$ cat src/sv/fbpa_pkg.sv
// Shared types, constants and codes of the fixed block pool allocator.
package fbpa_pkg;

    // Defaults of the top-level parameters.
    localparam int MAX_UNITS_DEF    = 256;
    localparam int HEADER_BYTES_DEF = 16;

    // Widths set by the register and field formats.
    localparam int ADDR_W    = 64;
    localparam int SIZE_W    = 32;
    localparam int USIZE_W   = 16;
    localparam int UNITS_W   = 9;                    // unit count register, unit index
    localparam int STRIDE_W  = USIZE_W + 1;          // unit_size plus header bytes
    localparam int SPAN_W    = UNITS_W + STRIDE_W;   // units times stride
    localparam int UNUM_W    = 8;
    localparam int STATUS_W  = 2;
    localparam int PADDR_W   = 5;
    localparam int PDATA_W   = 64;
    localparam int STEP_W    = $clog2(UNITS_W + 1);
    localparam int Q_DEPTH   = 2;

    // Register indexes on the configuration port.
    typedef enum logic [1:0] {
        REG_POOL_BASE    = 2'd0,
        REG_UNIT_SIZE    = 2'd1,
        REG_UNITS_IN_USE = 2'd2
    } reg_idx_t;

    typedef enum logic {
        REQ_ALLOC = 1'b0,
        REQ_FREE  = 1'b1
    } req_kind_t;

    typedef enum logic [STATUS_W-1:0] {
        ST_GRANTED  = 2'd0,
        ST_FALLBACK = 2'd1,
        ST_RETURNED = 2'd2,
        ST_OUTSIDE  = 2'd3
    } status_t;

    // Request class decided by the front end.
    typedef enum logic [1:0] {
        CMD_ALLOC    = 2'd0,
        CMD_FALLBACK = 2'd1,
        CMD_FREE     = 2'd2,
        CMD_OUTSIDE  = 2'd3
    } cmd_op_t;

    typedef struct packed {
        cmd_op_t             op;
        logic [SPAN_W-1:0]   offset;
    } cmd_t;

    typedef struct packed {
        logic [ADDR_W-1:0]   pool_base;
        logic [USIZE_W-1:0]  unit_size;
        logic [STRIDE_W-1:0] stride;
        logic [UNITS_W-1:0]  units;     // unit count clamped to the built maximum
        logic [SPAN_W-1:0]   span;
    } cfg_t;

    typedef struct packed {
        logic                rebuild;
        logic [UNITS_W-1:0]  units;
    } rebuild_t;

    typedef enum logic [2:0] {
        BK_IDLE,
        BK_MUL,
        BK_ADD,
        BK_DIV,
        BK_PUSH,
        BK_DONE
    } back_state_t;

endpackage

$ cat src/sv/fixed_block_pool_allocator.sv
// Top level: configuration registers, APB port and front/queue/back assembly.
//
// Fixed block pool allocator. The pool holds units_in_use units (clamped to
// MAX_UNITS) laid out from pool_base at a stride of unit_size + HEADER_BYTES
// bytes, each a header followed by its payload. Free units sit on a LIFO
// stack. An allocate request (req_type 0) whose req_size fits in unit_size
// pops the top unit and returns its payload address with status 0; an
// oversize request or an empty pool returns status 1. A free request
// (req_type 1) whose address lies strictly inside the pool pushes its unit
// back and returns status 2 with the unit number (a push onto a full stack
// is dropped, the status is the same); any other address returns status 3.
// Every request yields one result, in order. Writing any register through
// the APB port (64-bit data, registers at byte addresses 0, 8 and 16)
// rebuilds the stack so the highest unit goes out first; the rebuild takes
// effect at the write itself and needs no clearing pass, since stack entries
// that were never written since the rebuild are tracked by a low-water mark.
// Flow: a request is registered in the front stage, then two queue
// slots decouple the front from the back end. In the back end an allocate
// runs through stack pop with registered memory read, multiply of unit
// index by stride, 64-bit address add and result load; a free runs the
// 9-step restoring divider that turns the pool offset into a unit index,
// then stack push and result load. While the queue has room, requests are
// taken back to back into the front stage and queue as the back end works.
module fixed_block_pool_allocator #(
    parameter int MAX_UNITS    = fbpa_pkg::MAX_UNITS_DEF,
    parameter int HEADER_BYTES = fbpa_pkg::HEADER_BYTES_DEF
) (
    input  logic                            clk,
    input  logic                            rst_n,
    // configuration port
    input  logic                            psel,
    input  logic                            penable,
    input  logic                            pwrite,
    input  logic [fbpa_pkg::PADDR_W-1:0]    paddr,
    input  logic [fbpa_pkg::PDATA_W-1:0]    pwdata,
    output logic [fbpa_pkg::PDATA_W-1:0]    prdata,
    output logic                            pready,
    // request channel
    input  logic                            req_valid,
    output logic                            req_ready,
    input  logic                            req_type,
    input  logic [fbpa_pkg::SIZE_W-1:0]     req_size,
    input  logic [fbpa_pkg::ADDR_W-1:0]     free_addr,
    // result channel
    output logic                            rsp_valid,
    input  logic                            rsp_ready,
    output logic [fbpa_pkg::STATUS_W-1:0]   status,
    output logic [fbpa_pkg::ADDR_W-1:0]     payload_addr,
    output logic [fbpa_pkg::UNUM_W-1:0]     unit_number
);
    import fbpa_pkg::*;

    logic [ADDR_W-1:0]   pool_base_reg, pool_base_next;
    logic [USIZE_W-1:0]  unit_size_reg, unit_size_next;
    logic [UNITS_W-1:0]  units_reg, units_next;
    logic [SPAN_W-1:0]   span_reg;
    logic                wr_en;
    reg_idx_t            wr_idx;
    logic [1:0]          rd_idx;
    logic [UNITS_W-1:0]  eff_units;
    logic [UNITS_W-1:0]  eff_units_next;
    logic [STRIDE_W-1:0] stride;
    cfg_t                cfg;
    rebuild_t            rebuild;
    cmd_t                front_cmd;
    cmd_t                back_cmd;
    logic                cmd_push;
    logic                cmd_full;
    logic                cmd_pop;
    logic                cmd_valid;

    // Clamp a unit count to the built maximum.
    function automatic logic [UNITS_W-1:0] clamp_units(input logic [UNITS_W-1:0] u);
        clamp_units = (int'(u) > MAX_UNITS) ? UNITS_W'(MAX_UNITS) : u;
    endfunction

    assign pready = 1'b1;
    assign wr_en  = psel && penable && pwrite && pready;
    assign rd_idx = paddr[PADDR_W-1:3];
    assign wr_idx = reg_idx_t'(rd_idx);

    // Hold registers unless written; the write also triggers a rebuild.
    always_comb
    begin
        pool_base_next  = pool_base_reg;
        unit_size_next  = unit_size_reg;
        units_next      = units_reg;
        rebuild.rebuild = 1'b0;
        if (wr_en)
        begin
            case (wr_idx)
                REG_POOL_BASE:
                begin
                    pool_base_next  = pwdata;
                    rebuild.rebuild = 1'b1;
                end
                REG_UNIT_SIZE:
                begin
                    unit_size_next  = pwdata[USIZE_W-1:0];
                    rebuild.rebuild = 1'b1;
                end
                REG_UNITS_IN_USE:
                begin
                    units_next      = pwdata[UNITS_W-1:0];
                    rebuild.rebuild = 1'b1;
                end
                default:
                begin
                    rebuild.rebuild = 1'b0;
                end
            endcase
        end
        eff_units_next = clamp_units(units_next);
        rebuild.units  = eff_units_next;
    end

    always_comb
    begin
        case (rd_idx)
            REG_POOL_BASE:    prdata = pool_base_reg;
            REG_UNIT_SIZE:    prdata = {{(PDATA_W-USIZE_W){1'b0}}, unit_size_reg};
            REG_UNITS_IN_USE: prdata = {{(PDATA_W-UNITS_W){1'b0}}, units_reg};
            default:          prdata = '0;
        endcase
    end

    always_ff @(posedge clk or negedge rst_n)
    begin
        if (!rst_n)
        begin
            pool_base_reg <= '0;
            unit_size_reg <= USIZE_W'(64);
            units_reg     <= UNITS_W'(256);
        end
        else
        begin
            pool_base_reg <= pool_base_next;
            unit_size_reg <= unit_size_next;
            units_reg     <= units_next;
        end
    end

    assign eff_units = clamp_units(units_reg);
    assign stride    = {1'b0, unit_size_reg} + STRIDE_W'(HEADER_BYTES);

    // Pool span is registered from the registers, in the cycle after they change;
    // a request taken in the cycle of a write may be classified against the old span.
    always_ff @(posedge clk)
    begin
        span_reg <= SPAN_W'(eff_units) * SPAN_W'(stride);
    end

    assign cfg.pool_base = pool_base_reg;
    assign cfg.unit_size = unit_size_reg;
    assign cfg.stride    = stride;
    assign cfg.units     = eff_units;
    assign cfg.span      = span_reg;

    fbpa_front u_front (
        .clk       (clk),
        .rst_n     (rst_n),
        .cfg       (cfg),
        .req_valid (req_valid),
        .req_ready (req_ready),
        .req_type  (req_type),
        .req_size  (req_size),
        .free_addr (free_addr),
        .cmd_push  (cmd_push),
        .cmd       (front_cmd),
        .cmd_full  (cmd_full)
    );

    fbpa_queue u_queue (
        .clk       (clk),
        .rst_n     (rst_n),
        .push      (cmd_push),
        .din       (front_cmd),
        .full      (cmd_full),
        .pop       (cmd_pop),
        .dout      (back_cmd),
        .not_empty (cmd_valid)
    );

    fbpa_back #(
        .MAX_UNITS    (MAX_UNITS),
        .HEADER_BYTES (HEADER_BYTES)
    ) u_back (
        .clk          (clk),
        .rst_n        (rst_n),
        .cfg          (cfg),
        .rebuild      (rebuild),
        .cmd          (back_cmd),
        .cmd_valid    (cmd_valid),
        .cmd_pop      (cmd_pop),
        .rsp_valid    (rsp_valid),
        .rsp_ready    (rsp_ready),
        .status       (status),
        .payload_addr (payload_addr),
        .unit_number  (unit_number)
    );

endmodule

$ cat src/sv/fbpa_front.sv
// Front end: request stage and classification of allocate and free requests.
module fbpa_front (
    input  logic                          clk,
    input  logic                          rst_n,
    input  fbpa_pkg::cfg_t                cfg,
    input  logic                          req_valid,
    output logic                          req_ready,
    input  logic                          req_type,
    input  logic [fbpa_pkg::SIZE_W-1:0]   req_size,
    input  logic [fbpa_pkg::ADDR_W-1:0]   free_addr,
    output logic                          cmd_push,
    output fbpa_pkg::cmd_t                cmd,
    input  logic                          cmd_full
);
    import fbpa_pkg::*;

    logic                stage_valid_reg;
    logic                stage_valid_next;
    logic                type_reg;
    logic [SIZE_W-1:0]   size_reg;
    logic [ADDR_W-1:0]   addr_reg;
    logic [ADDR_W-1:0]   offset;
    logic                in_pool;
    logic                too_big;
    logic                take;

    // Offset wraps modulo 2^64; inside means strictly above the base and below the span.
    assign offset  = addr_reg - cfg.pool_base;
    assign in_pool = (offset != '0) && (offset[ADDR_W-1:SPAN_W] == '0)
                     && (offset[SPAN_W-1:0] < cfg.span);
    assign too_big = size_reg > {{(SIZE_W-USIZE_W){1'b0}}, cfg.unit_size};

    assign cmd_push  = stage_valid_reg && !cmd_full;
    assign req_ready = !stage_valid_reg || cmd_push;
    assign take      = req_valid && req_ready;

    always_comb
    begin
        cmd.offset = offset[SPAN_W-1:0];
        if (type_reg == REQ_ALLOC)
        begin
            cmd.op = too_big ? CMD_FALLBACK : CMD_ALLOC;
        end
        else
        begin
            cmd.op = in_pool ? CMD_FREE : CMD_OUTSIDE;
        end
        stage_valid_next = take ? 1'b1 : (cmd_push ? 1'b0 : stage_valid_reg);
    end

    always_ff @(posedge clk or negedge rst_n)
    begin
        if (!rst_n)
        begin
            stage_valid_reg <= 1'b0;
        end
        else
        begin
            stage_valid_reg <= stage_valid_next;
        end
    end

    always_ff @(posedge clk)
    begin
        if (take)
        begin
            type_reg <= req_type;
            size_reg <= req_size;
            addr_reg <= free_addr;
        end
    end

endmodule

$ cat src/sv/fbpa_queue.sv
// Short command queue between the front end and the back end.
module fbpa_queue (
    input  logic            clk,
    input  logic            rst_n,
    input  logic            push,
    input  fbpa_pkg::cmd_t  din,
    output logic            full,
    input  logic            pop,
    output fbpa_pkg::cmd_t  dout,
    output logic            not_empty
);
    import fbpa_pkg::*;

    localparam int PTR_W  = (Q_DEPTH > 1) ? $clog2(Q_DEPTH) : 1;
    localparam int FILL_W = $clog2(Q_DEPTH + 1);

    cmd_t               entry_reg [Q_DEPTH];
    logic [PTR_W-1:0]   wr_ptr_reg;
    logic [PTR_W-1:0]   wr_ptr_next;
    logic [PTR_W-1:0]   rd_ptr_reg;
    logic [PTR_W-1:0]   rd_ptr_next;
    logic [FILL_W-1:0]  fill_reg;
    logic [FILL_W-1:0]  fill_next;
    logic               do_push;
    logic               do_pop;

    assign full      = (fill_reg == FILL_W'(Q_DEPTH));
    assign not_empty = (fill_reg != '0);
    assign dout      = entry_reg[rd_ptr_reg];
    assign do_push   = push && !full;
    assign do_pop    = pop && not_empty;

    always_comb
    begin
        wr_ptr_next = wr_ptr_reg;
        rd_ptr_next = rd_ptr_reg;
        fill_next   = fill_reg;
        if (do_push)
        begin
            wr_ptr_next = (wr_ptr_reg == PTR_W'(Q_DEPTH - 1)) ? '0 : wr_ptr_reg + 1'b1;
        end
        if (do_pop)
        begin
            rd_ptr_next = (rd_ptr_reg == PTR_W'(Q_DEPTH - 1)) ? '0 : rd_ptr_reg + 1'b1;
        end
        if (do_push && !do_pop)
        begin
            fill_next = fill_reg + 1'b1;
        end
        else if (do_pop && !do_push)
        begin
            fill_next = fill_reg - 1'b1;
        end
    end

    always_ff @(posedge clk or negedge rst_n)
    begin
        if (!rst_n)
        begin
            wr_ptr_reg <= '0;
            rd_ptr_reg <= '0;
            fill_reg   <= '0;
        end
        else
        begin
            wr_ptr_reg <= wr_ptr_next;
            rd_ptr_reg <= rd_ptr_next;
            fill_reg   <= fill_next;
        end
    end

    always_ff @(posedge clk)
    begin
        if (do_push)
        begin
            entry_reg[wr_ptr_reg] <= din;
        end
    end

endmodule

$ cat src/sv/fbpa_back.sv
// Back end: free stack, index divider, address calculation and result register.
module fbpa_back #(
    parameter int MAX_UNITS    = fbpa_pkg::MAX_UNITS_DEF,
    parameter int HEADER_BYTES = fbpa_pkg::HEADER_BYTES_DEF
) (
    input  logic                            clk,
    input  logic                            rst_n,
    input  fbpa_pkg::cfg_t                  cfg,
    input  fbpa_pkg::rebuild_t              rebuild,
    input  fbpa_pkg::cmd_t                  cmd,
    input  logic                            cmd_valid,
    output logic                            cmd_pop,
    output logic                            rsp_valid,
    input  logic                            rsp_ready,
    output logic [fbpa_pkg::STATUS_W-1:0]   status,
    output logic [fbpa_pkg::ADDR_W-1:0]     payload_addr,
    output logic [fbpa_pkg::UNUM_W-1:0]     unit_number
);
    import fbpa_pkg::*;

    localparam int IDX_W = (MAX_UNITS > 1) ? $clog2(MAX_UNITS) : 1;
    localparam int CNT_W = $clog2(MAX_UNITS + 1);
    localparam int RESET_UNITS = (MAX_UNITS < 256) ? MAX_UNITS : 256;

    // Stack entries; an entry below the low mark was never written since rebuild
    // and is taken to hold its own index.
    logic [UNITS_W-1:0]  stack_mem [MAX_UNITS];

    back_state_t         state_reg, state_next;
    logic [CNT_W-1:0]    count_reg, count_next;
    logic [CNT_W-1:0]    low_reg, low_next;
    logic [SPAN_W-1:0]   rem_reg, rem_next;
    logic [SPAN_W-1:0]   div_reg, div_next;
    logic [UNITS_W-1:0]  quo_reg, quo_next;
    logic [STEP_W-1:0]   step_reg, step_next;
    logic                use_mem_reg, use_mem_next;
    logic [UNITS_W-1:0]  idx_reg, idx_next;
    logic [UNITS_W-1:0]  rd_data_reg;
    logic [UNITS_W-1:0]  unit_reg, unit_next;
    logic [SPAN_W-1:0]   prod_reg, prod_next;
    logic [ADDR_W-1:0]   payload_reg, payload_next;
    status_t             res_status_reg, res_status_next;
    logic                rsp_valid_reg, rsp_valid_next;
    logic [STATUS_W-1:0] status_out_reg, status_out_next;
    logic [ADDR_W-1:0]   payload_out_reg, payload_out_next;
    logic [UNUM_W-1:0]   unit_out_reg, unit_out_next;

    logic [CNT_W-1:0]    cnt_dec;
    logic [CNT_W-1:0]    eff_cnt;
    logic [UNITS_W-1:0]  unit_sel;
    logic                mem_rd;
    logic                mem_wr;

    assign cnt_dec  = count_reg - 1'b1;
    assign eff_cnt  = CNT_W'(cfg.units);
    assign unit_sel = use_mem_reg ? rd_data_reg : idx_reg;

    assign rsp_valid    = rsp_valid_reg;
    assign status       = status_out_reg;
    assign payload_addr = payload_out_reg;
    assign unit_number  = unit_out_reg;

    always_comb
    begin
        state_next       = state_reg;
        count_next       = count_reg;
        low_next         = low_reg;
        rem_next         = rem_reg;
        div_next         = div_reg;
        quo_next         = quo_reg;
        step_next        = step_reg;
        use_mem_next     = use_mem_reg;
        idx_next         = idx_reg;
        unit_next        = unit_reg;
        prod_next        = prod_reg;
        payload_next     = payload_reg;
        res_status_next  = res_status_reg;
        rsp_valid_next   = rsp_valid_reg && !rsp_ready;
        status_out_next  = status_out_reg;
        payload_out_next = payload_out_reg;
        unit_out_next    = unit_out_reg;
        cmd_pop          = 1'b0;
        mem_rd           = 1'b0;
        mem_wr           = 1'b0;

        case (state_reg)
            BK_IDLE:
            begin
                if (cmd_valid)
                begin
                    cmd_pop      = 1'b1;
                    unit_next    = '0;
                    payload_next = '0;
                    case (cmd.op)
                        CMD_ALLOC:
                        begin
                            if (count_reg == '0)
                            begin
                                res_status_next = ST_FALLBACK;
                                state_next      = BK_DONE;
                            end
                            else
                            begin
                                // Pop the top entry; lower the low mark with the count.
                                mem_rd       = 1'b1;
                                count_next   = cnt_dec;
                                use_mem_next = (cnt_dec >= low_reg);
                                low_next     = (cnt_dec < low_reg) ? cnt_dec : low_reg;
                                idx_next     = UNITS_W'(cnt_dec);
                                state_next   = BK_MUL;
                            end
                        end
                        CMD_FREE:
                        begin
                            rem_next   = cmd.offset;
                            div_next   = SPAN_W'(cfg.stride) << (UNITS_W - 1);
                            quo_next   = '0;
                            step_next  = STEP_W'(UNITS_W);
                            state_next = BK_DIV;
                        end
                        CMD_OUTSIDE:
                        begin
                            res_status_next = ST_OUTSIDE;
                            state_next      = BK_DONE;
                        end
                        default:
                        begin
                            res_status_next = ST_FALLBACK;
                            state_next      = BK_DONE;
                        end
                    endcase
                end
            end
            BK_MUL:
            begin
                unit_next  = unit_sel;
                prod_next  = SPAN_W'(unit_sel) * SPAN_W'(cfg.stride);
                state_next = BK_ADD;
            end
            BK_ADD:
            begin
                payload_next    = cfg.pool_base + ADDR_W'(prod_reg) + ADDR_W'(HEADER_BYTES);
                res_status_next = ST_GRANTED;
                state_next      = BK_DONE;
            end
            BK_DIV:
            begin
                // One restoring step per cycle, most significant quotient bit first.
                if (rem_reg >= div_reg)
                begin
                    rem_next = rem_reg - div_reg;
                    quo_next = {quo_reg[UNITS_W-2:0], 1'b1};
                end
                else
                begin
                    quo_next = {quo_reg[UNITS_W-2:0], 1'b0};
                end
                div_next  = div_reg >> 1;
                step_next = step_reg - 1'b1;
                if (step_reg == STEP_W'(1))
                begin
                    state_next = BK_PUSH;
                end
            end
            BK_PUSH:
            begin
                // Drop the push when the list already holds every unit.
                if (count_reg < eff_cnt)
                begin
                    mem_wr     = 1'b1;
                    count_next = count_reg + 1'b1;
                end
                unit_next       = quo_reg;
                payload_next    = '0;
                res_status_next = ST_RETURNED;
                state_next      = BK_DONE;
            end
            BK_DONE:
            begin
                if (!rsp_valid_reg || rsp_ready)
                begin
                    rsp_valid_next   = 1'b1;
                    status_out_next  = res_status_reg;
                    payload_out_next = payload_reg;
                    unit_out_next    = unit_reg[UNUM_W-1:0];
                    state_next       = BK_IDLE;
                end
            end
            default:
            begin
                state_next = BK_IDLE;
            end
        endcase

        if (rebuild.rebuild)
        begin
            count_next = CNT_W'(rebuild.units);
            low_next   = CNT_W'(rebuild.units);
        end
    end

    always_ff @(posedge clk or negedge rst_n)
    begin
        if (!rst_n)
        begin
            state_reg     <= BK_IDLE;
            count_reg     <= CNT_W'(RESET_UNITS);
            low_reg       <= CNT_W'(RESET_UNITS);
            rsp_valid_reg <= 1'b0;
        end
        else
        begin
            state_reg     <= state_next;
            count_reg     <= count_next;
            low_reg       <= low_next;
            rsp_valid_reg <= rsp_valid_next;
        end
    end

    always_ff @(posedge clk)
    begin
        rem_reg         <= rem_next;
        div_reg         <= div_next;
        quo_reg         <= quo_next;
        step_reg        <= step_next;
        use_mem_reg     <= use_mem_next;
        idx_reg         <= idx_next;
        unit_reg        <= unit_next;
        prod_reg        <= prod_next;
        payload_reg     <= payload_next;
        res_status_reg  <= res_status_next;
        status_out_reg  <= status_out_next;
        payload_out_reg <= payload_out_next;
        unit_out_reg    <= unit_out_next;
    end

    always_ff @(posedge clk)
    begin
        if (mem_wr)
        begin
            stack_mem[count_reg[IDX_W-1:0]] <= quo_reg;
        end
        if (mem_rd)
        begin
            rd_data_reg <= stack_mem[cnt_dec[IDX_W-1:0]];
        end
    end

endmodule
$ cat config.mk
export PLATFORM = sky130hd
export DESIGN_NAME = fixed_block_pool_allocator
export DESIGN_NICKNAME = d
export VERILOG_FILES = /design/src/sv/fbpa_pkg.sv /design/src/sv/fixed_block_pool_allocator.sv /design/src/sv/fbpa_front.sv /design/src/sv/fbpa_queue.sv /design/src/sv/fbpa_back.sv
export SDC_FILE = /design/constraint.sdc
export NUM_CORES = 2
export LEC_CHECK = 0
export BUFFER_PORTS_ARGS = -buffer_cell sky130_fd_sc_hd__buf_2
export CELL_PAD_IN_SITES_DETAIL_PLACEMENT = 0
export CELL_PAD_IN_SITES_GLOBAL_PLACEMENT = 1
export CORE_MARGIN = 3
export CORE_UTILIZATION = 54
export DETAILED_ROUTE_END_ITERATION = 10
export PLACE_DENSITY = 0.82
export RECOVER_POWER = 100
export SLEW_MARGIN = 40
export SYNTH_ARGS = -nofsm -noshare
export SYNTH_HDL_FRONTEND = slang
export SYNTH_HIERARCHICAL = 1
export SYNTH_SLANG_ARGS = --single-unit
$ cat constraint.sdc
create_clock -name clk -period 9.3 [get_ports clk]
set_input_delay 0.93 -clock clk [delete_from_list [all_inputs] [get_ports clk]]
set_output_delay 0.93 -clock clk [all_outputs]
set_load 0.02 [all_outputs]
## After elaboration in Yosys (flattened, before gate mapping)

Memory sizes are Yosys's and may differ from the RTL's. A register that Yosys moved wholly into a read port is not among the register bits.
Index checks and enable logic that the tools add are counted.

- Register bits: 488
- RAM bits: 2360
- Input bits: 173
- Output and inout bits: 141
- Word-level logic and storage cells: 197
- Memories kept: 2

- Add/subtract/negate cells: 12
- $mul: 2
- Magnitude comparators: 8
- Equality and inequality tests: 23
- Muxes and demuxes: 71
- Bitwise logic cells: 1
- Reduce and logical (&&, ||, !) cells: 50

Memories:

| memory | words | bits a word | rd ports | clocked after memory_dff | wr ports | line | source |
|---|---|---|---|---|---|---|---|
| u_back.stack_mem | 256 | 9 | 1 | 1 | 1 | fbpa_back.sv:27 | `logic [UNITS_W-1:0] stack_mem [MAX_UNITS];` |
| u_queue.entry_reg | 2 | 28 | 1 | 0 | 1 | fbpa_queue.sv:17 | `cmd_t entry_reg [Q_DEPTH];` |

Operator list:

| cell | count |
|---|---|
| 64-bit one-hot mux with 3 select lines | 2 |
| 9-bit 2-to-1 mux | 18 |
| 26-bit 2-to-1 mux | 5 |
| 26-bit one-hot mux with 2 select lines | 2 |
| 64-bit by 26-bit adder with 64-bit output | 1 |
| 64-bit by 5-bit adder with 64-bit output, second input constant | 1 |
| 64-bit 2-to-1 mux | 1 |
| 64-bit nonzero test | 1 |
| 64-bit subtractor | 1 |
| 9-bit by 17-bit multiplier with 26-bit output | 2 |
| 38-bit zero test | 1 |
| 9-bit one-hot mux with 2 select lines | 2 |
| 32-bit by 16-bit greater-than comparator with 1-bit output | 1 |
| 26-bit >= comparator | 1 |
| 26-bit < comparator | 1 |
| 26-bit subtractor | 1 |
| 8-bit one-hot mux with 3 select lines | 1 |
| 1-bit 2-to-1 mux | 23 |
| 9-bit greater-than comparator, second input constant | 2 |
| 9-bit < comparator | 2 |
| 16-bit by 5-bit adder with 17-bit output, second input constant | 1 |
| 2-bit nonzero test | 8 |
| 3-bit one-hot mux with 5 select lines | 1 |
| 3-bit 2-to-1 mux | 4 |
| 37 further kinds | 84 |

## Logic depth before layout (Yosys ltp)

- Depth after elaboration: 8
- Mapped depth: 24
- Depth with buffers taken out: 23

## Cells and area by module

Netlist, hierarchy kept.

Modules (own cells, without submodules):

| module | times used | cells an instance | area an instance (sq um) | seq. area each (sq um) |
|---|---|---|---|---|
| fbpa_back | 1 | 5656 | 108432.7 | 77456.8 |
| fixed_block_pool_allocator | 1 | 999 | 9773.1 | 2750.1 |
| fbpa_front | 1 | 993 | 8717.1 | 2937.8 |
| fbpa_queue | 1 | 106 | 2265.9 | 1781.7 |

## Worst setup path after synthesis

Ideal clock, no wire load.

- Path kind: in2reg
- Start point: in rsp_ready
- End point: reg u_back.payload_out_reg[0] (netlist: u_back/payload_addr[0]), enable pin
- Setup time: 597 ps
- Data arrival time: 5996 ps
- Required time: 8703 ps
- Slack: 2707 ps
- Stages on the path: 2
- Buffers on the path: 0
- Cell sequence: nor2b_1 > nor3_1

- Word-level cells in the longest chain between the ends: 2

Ends and longest elaborated chain:

| element | line | source |
|---|---|---|
| start, declared | fixed_block_pool_allocator.sv:46 | `input logic rsp_ready,` |
| 1-bit logical OR | fbpa_back.sv:180 | `if (!rsp_valid_reg \|\| rsp_ready)` |
| 2-bit AND reduction (no source line) | -- |  |
| end signal, assigned | fbpa_back.sv:233 | `payload_out_reg <= payload_out_next;` |
| end, declared | fbpa_back.sv:45 | `logic [ADDR_W-1:0] payload_out_reg, payload_out_next;` |

Every way passes these cells.
A chain may end at the register's enable or synchronous reset.

## Worst setup path in the final report

- Start point: reg u_back.quo_reg[2]
- End point: mem u_back.stack_mem[211][2] (data pin)

RTL lines:

| element | line | source |
|---|---|---|
| start, declared | fbpa_back.sv:34 | `logic [UNITS_W-1:0] quo_reg, quo_next;` |
| start signal, assigned | fbpa_back.sv:224 | `quo_reg <= quo_next;` |
| end, declared | fbpa_back.sv:27 |  |

No word-level cell before the write port.

==> flow_metrics.tcl <==
set metrics [dict create \
    synth_cell_type_count 108 \
    drt_iter0_markers 8660 \
    yosys.area.top_type "edfxtp_1" \
    clk_pin_slew_ns 0.07 \
    clk-insertion-delay-late_ns 0.95 \
    status "finished with violations" \
    startpoint "u_back/quo_reg[2]$_SDFFCE_PN0P_" \
    clk_path_buf_depth 4 \
    avgViaCountPerCell 6.322 \
    io_pins 314 \
    drtAntennaViolNets 0 \
    post_cts_resized 0 \
    pwr-share-comb_pct 43.6 \
    period_needed_ns 7.614 \
    leakagePower_nw 49.22 \
    tightest_slew_ns 5.623 \
    timing.max_cap.violations 62 \
    cp-start-kind "flop" \
    postCtsSetupRepairBufs 0 \
    place_congestion 0.9448 \
    vdd_drop_max_uv 370.8 \
    syn_inst 7754 \
    syn_area_mm2 0.1292 \
    p_per_area_mw_per_mm2 348.6 \
    async_flop_share_pct 4.062 \
    ys_top_cells_by_count "edfxtp_1, mux4_2, nand2_1" \
    cts_made_buffers 307 \
    crit_type "flop to flop" \
    clock-sinks 2856 \
    violations "capacitance limit, slew limit" \
    wl_per_cell_um 29.10 \
    globalRouteOverflowTotal 0 \
    relSlewSlack_pct -274.8 \
    io_buffer_count 309 \
    fmax_mhz 131.3 \
    yosysWarnings 6 \
    cts_tree "yes" \
    fp.coreArea_mm2 0.2365 \
    fin_setup_tns_ns 0 \
    cts_hold_buffers 1 \
    hold_path_class "primary input to flop" \
    h-tree-depth 5 \
    largest_reg_flops 2304 \
    synthToLayoutAreaGrowth_pct 10.90 \
    die_x_um 495.1 \
    finClkSkew_ns 0.1018 \
    grt_max_degree 173 \
    switching_power_w 0.01861 \
    critPathCaptureType "flop" \
    root_buffer "clkbuf_16" \
    synth_top_area_share_pct 63.08 \
    synth_flop_cell "edfxtp_1" \
    power_w 0.04994 \
    grtUsageTotal_pct 27.35 \
    ys_top_cells_by_area "edfxtp_1, mux4_2, fa_1, ha_1, dfrtp_1" \
    worstPathMaxFanout 91 \
    worst_ep_arrival_time_ns 7.66 \
    fillCellCount 17154 \
    remaining_drc_errors 0 \
    finalWirelength_um 334900 \
    p_seq_share_pct 33.0 \
    fp.dieArea_mm2 0.2451 \
    yosysSeqAreaShare_pct 65.74 \
    cp_data_required_time_ns 9.35 \
    antenna_found_initial 13 \
    hold_viol 0 \
    num_rows 178 \
    drv_slew 2866 \
    internal_power_w 0.03133 \
    avgSynthCellArea_um2 16.66 \
    vias 72770 \
    hp-start "req_size[0]" \
    syn_nets 8440 \
    start_util_pct 54.62 \
    die_y_um 495.1 \
    swShare_pct 37.27 \
    p_clk_share_pct 23.4 \
    nNetsFinal 8818 \
    reg2reg_from "u_back/quo_reg[2]$_SDFFCE_PN0P_" \
    synth-seq-cells 2856 \
    synth_edf_count 2714 \
    drive_gt1_share_pct 18.32 \
    min_period_over_period_pct 81.87 \
    grt_setup_unrepaired "no" \
    setup_viol 0 \
    dp_hpwl_um 213200 \
    yosysMostFrequentCell "edfxtp_1" \
    grt_pass1_wl_um 493200 \
    first_global_vias 72346 \
    drt_first_pass_iters 6 \
]
## layout make-up
| cell class | instances | area [um^2] | area share, % |
|---|---|---|---|
| tap | 3150 | 3941 | 2.751 |
| clock inverter | 149 | 1409 | 0.9833 |
| antenna | 14 | 35.03 | 0.02445 |
| timing repair buffer | 445 | 2365 | 1.650 |
| multi-input combinational | 4029 | 40620 | 28.35 |
| clock buffer | 375 | 8125 | 5.671 |
| sequential | 2856 | 84930 | 59.28 |
| inverter | 493 | 1851 | 1.292 |
## power groups by stage
stage / registers, W / logic [W] / clock network, W
floorplan: 0.0167 / 0.0147 / 0
global placement: 0.0166 / 0.0213 / 0
detailed placement: 0.0166 / 0.0216 / 0
CTS: 0.0163 / 0.0218 / 0.0119
global route: 0.0165 / 0.0233 / 0.0124
finish: 0.0165 / 0.0218 / 0.0117
## layout by cell type, fill, tap and decap left out, types with 173 or more instances in the layout
master | netlist | layout
nand2_1 | 570 | 560
clkbuf_16 | 0 | 313
clkbuf_1 | 199 | 283
edfxtp_1 | 2714 | 2714
a21oi_1 | 186 | 184
fa_1 | 215 | 215
nor2_1 | 509 | 507
mux4_2 | 719 | 719
ha_1 | 298 | 298
o21ai_0 | 166 | 173
inv_1 | 490 | 490
## per-layer routing
metal | share of wire [%] | vias to the layer above | global-route usage [%]
met4 | 4.2 | 4 | 10.86
met2 | 48 | 4119 | 43.29
met1 | 38 | 37468 | 38.21
met3 | 9.6 | 656 | 4.871
met5 | 0.0063 | - | 0
li1 | - | 30523 | -
## stage by stage
step	cells	hold slack (ns)	setup slack [ns]	utilization (%)	cell area, um^2
after CTS	11493	0.1417	2.596	60.98	144200
after detailed placement	10968	0.4045	2.675	56.95	134700
final	11511	0.2160	1.686	60.58	143300
after global placement	10952	0.4007	2.648	56.66	134000
after floorplan	7754	0.4003	2.707	-	129200
after global routing	11503	0.1617	1.158	60.57	143300
## worst max-delay path, stage by stage (launching register included)
cell      delay (ns)
edfxtp_1        0.32
clkbuf_1        3.12
clkbuf_1        3.25
## final timing paths
kind,to,slack (ns),depth (start not counted)
setup / recovery,u_back/stack_mem[211][2]$_DFFE_PP_,1.69,2
hold / removal,u_front/size_reg[0]$_DFFE_PP_,0.22,1
setup reg to reg,u_back/stack_mem[211][2]$_DFFE_PP_,1.69,2
hold reg to reg,u_back/payload_addr[15]$_DFFE_PP_,0.40,0
max in group asynchronous,u_back/count_reg[0]$_DFFE_PN0P_,5.81,3
min in group asynchronous,pool_base_reg[50]$_DFFE_PN0P_,1.55,2
## kinds of logic after synthesis
group,synth area share [%]
xor gates and xnor gates,1.174
DFF,65.74
AOI/OAI and AO/OA,3.948
and+or+nand+nor,6.037
adders and majority gates,6.226
buffers and inverters,2.894
muxes,13.98
other,0.002903
Note: power is estimated with default switching activity, not from simulation.
